## src/design/md4_message_digest_assert.svh

```systemverilog
// assertion macros for the md4 digest block
`ifndef MD4_MESSAGE_DIGEST_ASSERT_SVH
`define MD4_MESSAGE_DIGEST_ASSERT_SVH

`ifndef SYNTHESIS
`define MD4_ASSERT(lbl, prop) \
  lbl: assert property (@(posedge clk) disable iff (rst) (prop)) \
    else $error("md4 assertion failed");
`define MD4_ASSERT_NEXT(lbl, cond, res) \
  lbl: assert property (@(posedge clk) disable iff (rst) (cond) |=> (res)) \
    else $error("md4 assertion failed");
`else
`define MD4_ASSERT(lbl, prop)
`define MD4_ASSERT_NEXT(lbl, cond, res)
`endif

`endif

```

## src/design/md4_pkg.sv

```systemverilog
`timescale 1ns / 1ps

package md4_pkg;

  localparam logic [31:0] Iv0 = 32'h67452301;
  localparam logic [31:0] Iv1 = 32'hEFCDAB89;
  localparam logic [31:0] Iv2 = 32'h98BADCFE;
  localparam logic [31:0] Iv3 = 32'h10325476;
  localparam logic [31:0] K1 = 32'h5A827999;
  localparam logic [31:0] K2 = 32'h6ED9EBA1;
  localparam logic [7:0] PadByte = 8'h80;
  localparam logic [5:0] LastStep = 6'd47;
  localparam logic [3:0] LastWord = 4'd15;
  localparam logic [3:0] LenLoWord = 4'd14;
  localparam logic [2:0] FullBytes = 3'd4;

  typedef struct packed {
    logic start;
    logic init;
  } core_ctl_t;

  typedef struct packed {
    logic done;
  } core_sts_t;

  typedef logic [3:0][31:0] chain_t;

  // message word used by a given step
  function automatic logic [3:0] word_index(input logic [5:0] step);
    logic [3:0] idx;
    case (step[5:4])
      2'd0: begin
        idx = step[3:0];
      end
      2'd1: begin
        idx = {step[1:0], step[3:2]};
      end
      default: begin
        idx = {step[0], step[1], step[2], step[3]};
      end
    endcase
    return idx;
  endfunction

  function automatic logic [4:0] rot_amount(input logic [5:0] step);
    logic [4:0] s;
    case ({step[5:4], step[1:0]})
      4'd0: s = 5'd3;
      4'd1: s = 5'd7;
      4'd2: s = 5'd11;
      4'd3: s = 5'd19;
      4'd4: s = 5'd3;
      4'd5: s = 5'd5;
      4'd6: s = 5'd9;
      4'd7: s = 5'd13;
      4'd8: s = 5'd3;
      4'd9: s = 5'd9;
      4'd10: s = 5'd11;
      4'd11: s = 5'd15;
      default: s = 5'd3;
    endcase
    return s;
  endfunction

endpackage

```

## src/design/md4_msgbuf.sv

```systemverilog
`timescale 1ns / 1ps

module md4_msgbuf (
  input  logic        clk,
  input  logic        wr_en,
  input  logic [3:0]  wr_idx,
  input  logic [31:0] wr_data,
  input  logic [3:0]  rd_idx,
  output logic [31:0] rd_data
);

  logic [31:0] words [16];

  always_ff @(posedge clk) begin
    if (wr_en) begin
      words[wr_idx] <= wr_data;
    end
  end

  always_ff @(posedge clk) begin
    rd_data <= words[rd_idx];
  end

endmodule

```

## src/design/md4_core.sv

```systemverilog
`timescale 1ns / 1ps

module md4_core import md4_pkg::*; (
  input  logic        clk,
  input  logic        rst,
  input  core_ctl_t   ctl,
  output core_sts_t   sts,
  output logic [3:0]  rd_idx,
  input  logic [31:0] rd_data,
  output chain_t      chain
);

  logic [31:0] a, b, c, d;
  logic [5:0]  step;
  logic        running;
  logic        fin;
  logic [31:0] f, k, t;
  logic [63:0] rot;

  // one md4 step per cycle
  always_comb begin
    case (step[5:4])
      2'd0: begin
        f = (b & c) | (~b & d);
        k = 32'd0;
      end
      2'd1: begin
        f = (b & c) | (b & d) | (c & d);
        k = K1;
      end
      default: begin
        f = b ^ c ^ d;
        k = K2;
      end
    endcase
    t = a + f + rd_data + k;
    rot = {t, t} << rot_amount(step);
  end

  // message word for the coming step, read in the cycle before that step runs
  assign rd_idx = word_index(running ? step + 6'd1 : 6'd0);
  assign sts.done = fin;

  always_ff @(posedge clk) begin
    if (rst) begin
      running <= 1'b0;
      fin <= 1'b0;
      chain <= {Iv3, Iv2, Iv1, Iv0};
    end else begin
      if (ctl.init) begin
        chain <= {Iv3, Iv2, Iv1, Iv0};
      end
      if (ctl.start) begin
        running <= 1'b1;
      end else if (running) begin
        if (step == LastStep) begin
          running <= 1'b0;
          fin <= 1'b1;
        end
      end else if (fin) begin
        fin <= 1'b0;
        chain[0] <= chain[0] + a;
        chain[1] <= chain[1] + b;
        chain[2] <= chain[2] + c;
        chain[3] <= chain[3] + d;
      end
    end
  end

  always_ff @(posedge clk) begin
    if (ctl.start) begin
      a <= chain[0];
      b <= chain[1];
      c <= chain[2];
      d <= chain[3];
      step <= 6'd0;
    end else if (running) begin
      a <= d;
      d <= c;
      c <= b;
      b <= rot[63:32];
      step <= step + 6'd1;
    end
  end

endmodule

```

## src/design/md4_message_digest.sv

```systemverilog
`timescale 1ns / 1ps

// MD4 digest of a byte message fed as 32-bit little-endian words, first byte
// in bits 7 to 0. Each non-final word is taken while the block is idle; the
// word that fills a 64-byte block then holds the input off for the compression
// (48 steps on the one shared round unit plus the chaining add). The final
// word (0 to 4 valid bytes) is followed by the padding words and one or two
// more compressions; the digest then sits in an output register and a new
// message may start while it waits.

module md4_message_digest import md4_pkg::*; (
  input  logic        clk,
  input  logic        rst,
  input  logic        in_valid,
  output logic        in_ready,
  input  logic [31:0] data_word,
  input  logic [2:0]  valid_bytes,
  input  logic        last_word,
  output logic        out_valid,
  input  logic        out_ready,
  output logic [63:0] digest_low,
  output logic [63:0] digest_high
);

  typedef enum logic [3:0] {
    S_IDLE = 4'b0001,
    S_COMP = 4'b0010,
    S_PAD  = 4'b0100,
    S_DONE = 4'b1000
  } state_t;

  state_t      state, state_next;
  core_ctl_t   ctl;
  core_sts_t   sts;
  chain_t      chain;
  logic [3:0]  rd_idx;
  logic [31:0] rd_data;
  logic        wr_en;
  logic [31:0] wr_data;
  logic [3:0]  wptr;
  logic [60:0] count;
  logic        need80, lo_done, padding, fin_blk;
  logic        accept, load_out;
  logic [2:0]  nv;
  logic [31:0] last_data;
  logic [63:0] bits;

  assign in_ready = !rst && (state == S_IDLE);
  assign accept = in_valid && in_ready;
  assign nv = !last_word ? FullBytes : (valid_bytes > FullBytes) ? FullBytes : valid_bytes;
  assign bits = {count, 3'b000};
  assign load_out = (state == S_DONE) && (!out_valid || out_ready);

  // keep valid bytes, put the pad marker right after them
  always_comb begin
    for (int j = 0; j < 4; j++) begin
      if (3'(j) < nv) begin
        last_data[8*j +: 8] = data_word[8*j +: 8];
      end else if (3'(j) == nv) begin
        last_data[8*j +: 8] = PadByte;
      end else begin
        last_data[8*j +: 8] = 8'd0;
      end
    end
  end

  always_comb begin
    wr_en = 1'b0;
    wr_data = 32'd0;
    ctl.start = 1'b0;
    ctl.init = load_out;
    state_next = state;
    case (state)
      S_IDLE: begin
        if (accept) begin
          wr_en = 1'b1;
          wr_data = last_data;
          if (wptr == LastWord) begin
            ctl.start = 1'b1;
            state_next = S_COMP;
          end else if (last_word) begin
            state_next = S_PAD;
          end
        end
      end
      S_PAD: begin
        wr_en = 1'b1;
        if (need80) begin
          wr_data = {24'd0, PadByte};
        end else if (wptr == LenLoWord) begin
          wr_data = bits[31:0];
        end else if (wptr == LastWord && lo_done) begin
          wr_data = bits[63:32];
        end
        if (wptr == LastWord) begin
          ctl.start = 1'b1;
          state_next = S_COMP;
        end
      end
      S_COMP: begin
        if (sts.done) begin
          if (!padding) begin
            state_next = S_IDLE;
          end else if (fin_blk) begin
            state_next = S_DONE;
          end else begin
            state_next = S_PAD;
          end
        end
      end
      S_DONE: begin
        if (load_out) begin
          state_next = S_IDLE;
        end
      end
      default: begin
        state_next = S_IDLE;
      end
    endcase
  end

  always_ff @(posedge clk) begin
    if (rst) begin
      state <= S_IDLE;
      wptr <= 4'd0;
      count <= 61'd0;
      need80 <= 1'b0;
      lo_done <= 1'b0;
      padding <= 1'b0;
      fin_blk <= 1'b0;
      out_valid <= 1'b0;
    end else begin
      state <= state_next;
      if (wr_en) begin
        wptr <= wptr + 4'd1;
      end
      if (accept) begin
        count <= count + 61'(nv);
        need80 <= last_word && (nv == FullBytes);
        padding <= last_word;
        lo_done <= 1'b0;
      end
      if (state == S_PAD) begin
        if (need80) begin
          need80 <= 1'b0;
          lo_done <= 1'b0;
        end else if (wptr == LenLoWord) begin
          lo_done <= 1'b1;
        end else if (wptr == LastWord && lo_done) begin
          fin_blk <= 1'b1;
        end
      end
      if (load_out) begin
        out_valid <= 1'b1;
        count <= 61'd0;
        padding <= 1'b0;
        fin_blk <= 1'b0;
        lo_done <= 1'b0;
      end else if (out_valid && out_ready) begin
        out_valid <= 1'b0;
      end
    end
  end

  always_ff @(posedge clk) begin
    if (load_out) begin
      digest_low <= {chain[1], chain[0]};
      digest_high <= {chain[3], chain[2]};
    end
  end

  md4_msgbuf u_msgbuf (
    .clk     (clk),
    .wr_en   (wr_en),
    .wr_idx  (wptr),
    .wr_data (wr_data),
    .rd_idx  (rd_idx),
    .rd_data (rd_data)
  );

  md4_core u_core (
    .clk     (clk),
    .rst     (rst),
    .ctl     (ctl),
    .sts     (sts),
    .rd_idx  (rd_idx),
    .rd_data (rd_data),
    .chain   (chain)
  );

`include "md4_message_digest_assert.svh"

  `MD4_ASSERT_NEXT(a_start_wraps, ctl.start, wptr == 4'd0)
  `MD4_ASSERT(a_done_in_comp, sts.done |-> state == S_COMP)
  `MD4_ASSERT(a_done_aligned, state == S_DONE |-> padding && fin_blk && wptr == 4'd0)

endmodule
```

## config.mk

```make
export PLATFORM = sky130hd
export DESIGN_NAME = md4_message_digest
export DESIGN_NICKNAME = d
export VERILOG_FILES = /design/src/design/md4_pkg.sv /design/src/design/md4_msgbuf.sv /design/src/design/md4_core.sv /design/src/design/md4_message_digest.sv
export VERILOG_INCLUDE_DIRS = /design/src /design/src/design
export SDC_FILE = /design/constraint.sdc
export NUM_CORES = 2
export LEC_CHECK = 0
export ABC_AREA = 1
export BUFFER_PORTS_ARGS = -buffer_cell sky130_fd_sc_hd__buf_4
export CORE_MARGIN = 2
export CORE_UTILIZATION = 28
export CTS_CLUSTER_SIZE = 12
export DETAILED_ROUTE_END_ITERATION = 7
export PLACE_DENSITY_LB_ADDON = 0.08
export RECOVER_POWER = 100
export SETUP_SLACK_MARGIN = 0.2
export SLEW_MARGIN = 20
export SYNTH_ARGS = -nofsm -noshare
export SYNTH_HDL_FRONTEND = slang
export SYNTH_HIERARCHICAL = 1
export SYNTH_SLANG_ARGS = --single-unit
```

## constraint.sdc

```tcl
create_clock -name clk -period 11.9 [get_ports clk]
set_clock_uncertainty 0.2 [all_clocks]
set_input_delay 2.38 -clock clk [delete_from_list [all_inputs] [get_ports clk]]
set_output_delay 2.38 -clock clk [all_outputs]
set_load 0.02 [all_outputs]
```

==> qor.txt <==
Status: finished with violations
Failing checks: max-capacitance violations, max-slew violations
Post-CTS Resized: 0
Starting Density: 0.2824
Synth Net Count: 7,049
Routed length per instance: 23.02 um
Synth unique cells: 67
Register area share after synthesis: 0.4954
Leak Pwr: 26.14 nW
Arr. time, crit path: 9.03 ns
First-pass GRT wire length: 321,300 um
Peak VDD IR: 0.1438 mV
Antenna Nets Post-Route: 0
Max-slew headroom: -1.307
Net Sw Frac: 0.2960
Count leader, synth: nand2_1
Synthesized area: 0.05649 mm2
GR peak layer: met2
GRT Util Overall: 0.2136
Largest net degree at the start of global routing: 195
Chip Height: 453.2 um
Pre-antenna DRT Iters: 8
Synth Area per Inst: 8.372 um2
Most used DFF post-synth: edfxtp_1
Iteration-0 DRC Markers: 3,310
Worst Path Class, Setup: in -> reg
CTS Buf Count: 121
DIE AREA: 0.2054 mm2
Top cell type's share of synthesized area: 0.4082
Nature of the critical path startpoint: input port
I/O pin count: 170
Core area: 0.2001 mm2
GRT met2 Usage: 0.3752
Grt met1 use: 0.2773
Placer Congestion: 0.9132
Number of global-route vias before repair: 45.37k
Final WL: 222,200 um
Actual slew at the worst max-slew pin: 3.461 ns
Hold Buf Count CTS: 0
Setup-failing EPs final: 0
CTS tree: done
RSZ-0062 raised after global routing: no
Top cells by area, synth: edfxtp_1 41%, nand2_1 12%, dfxtp_1 8.7%, nand3_1 7.2%, inv_1 6.9%
Setup crit end kind: flip-flop
Crit-path max FO: 194
# fillers: 21.31k
Setup TNS: 0 ns
Dpl hpwl: 154,800 um
PwrDens: 144.5 mW/mm2
Post-synth top cells: 1,746 x nand2_1, 1,038 x inv_1, 818 x nand3_1
Min-Delay Path Class: reg -> reg
Clk pwr share: 0.405
Cell Area, Placed: 0.06067 mm2
Pint: 6.500 mW
Area growth, synth to finish: 13.07%
Via/cell ratio: 4.785
Met3 Usage GRT: 0.02141
Synth area leader: edfxtp_1
DRC: 0
Clk_lat worst skew: 0.84 ns
Die X: 453.2 um
Combinational fraction of design power: 0.161
Max cap viols: 30
Final Max Tran Viols: 901
Vias post-DR: 46.19k
Tmin final: 8.766 ns
H-tree Lvls: 3
Initial antenna violation count: 6
Fmax achieved: 0.1141 GHz
Port Buf Inserts: 169
Endpoints failing hold: 0
Grt ovf: 0
Clock Tree Root: clkbuf_16
Rows: 164
Required time of the critical path: 12.17 ns
Seq. cell area: 0.02799 mm2
Fraction of registers with async set/reset: 0
Power share of the sequential group: 0.434
Syn. warnings: 6
Nets: 7,187
P_sw: 2.733 mW
Final period util: 0.7366
Reg clk slew, reported paths: 0.06 ns
Post-CTS Setup Inserts: 0
Synthesized instance count: 6,748
Share of cells above drive strength 1: 0.05220
CTS sink count: 1,014
Post-synth EDFFs: 768
Deepest clock path buffer count: 3
Multi-input logic area: 0.02338 mm2
Synthesis-stage register bit count: 1,014
Final instance area: 0.06388 mm2
-- worst max-delay path, stage by stage --
cell and delay, ns:
clkbuf_1 1.02, inv_1 0.63, nand4_1 0.71, nand2_1 0.54
inv_2 0.12, nor2_4 0.40, clkbuf_1 2.06, buf_12 0.52
o21ai_0 0.27
-- layout make-up --
type                    count  share of cell area
flip-flops and latches   1014              0.4381
multi-input cells        4446              0.3660
inverters                1054             0.06217
clock buffers             178             0.05216
well taps                2656             0.05202
repair buffers            249             0.01961
clock inverters            52            0.009774
diodes                      4           0.0001567
-- power by group through the flow --
stage	Clock, mW	Sequential, mW	Combinational, mW
finish	3.74	4.01	1.49
global route	3.97	4.02	1.66
CTS	3.86	4.00	1.54
detailed placement	0	4.08	1.54
global placement	0	4.07	1.54
floorplan	0	4.10	0.892
-- worst paths after layout --
kind	startpoint	to	slack, ns	depth (start not counted)
max reg2reg	u_core/step[5]	u_msgbuf/rd_data[12]	4.18	12
min	state[0]	state[0]	0.29	2
min reg2reg	state[0]	state[0]	0.29	2
max	rst	u_core/a[10]	3.13	9
-- per-stage QoR --
step                worst slack [ns]  hold slack, ns  total power, mW    util  std cells
floorplan                      4.824          0.2480            4.990       -       6748
global placement               4.852          0.2679            5.612  0.3033       9419
detailed placement             4.757          0.2724            5.613  0.3033       9419
CTS                            5.578          0.2888            9.401  0.3230       9649
global route                   2.716          0.3113            9.652  0.3193       9650
finish                         3.134          0.2863            9.233  0.3193       9653
-- placed cells by master (no fill, tap or decap), drive strengths merged, types with 62 or more instances in the layout --
master,synthesis,layout
a21oi,372,372
buf,151,77
clkbuf,83,350
dfxtp,246,246
edfxtp,768,768
fa,92,92
ha,169,169
inv,1049,1050
nand2,1756,1756
nand3,831,831
nor2,479,479
o21ai,334,334
o22ai,62,62
-- flip-flops by register name (all words and copies together), names as in the netlist, 4 cells and up, named ones only --
signal / flops
u_core/step: 6
count: 61
u_msgbuf/rd_data: 32
u_core/d: 32
u_core/c: 32
u_core/b: 32
u_core/chain: 128
u_msgbuf/words: 512
state: 4
u_core/a: 32
wptr: 4
digest_low: 64
digest_high: 64
-- metal layers --
metal / up-vias / wire (um)
met1: 22328 / 97880
met2: 1069 / 109100
li1: 22524 / -
met3: 268 / 8240
met4: 0 / 6983
met5: - / 0
-- cells by family (layout without fill, tap and decap cells) --
kind of cell / after synthesis / count (layout) / synth area share
compound gates: 891 / 891 / 0.08835
fa+ha+maj: 261 / 261 / 0.07003
simple gates: 3236 / 3236 / 0.2446
flops: 1014 / 1014 / 0.4954
buf+inv: 1288 / 1533 / 0.09266
other cells: 0 / 4 / 0
xor+xnor: 58 / 58 / 0.008992
(Power assumes the default switching activity.)
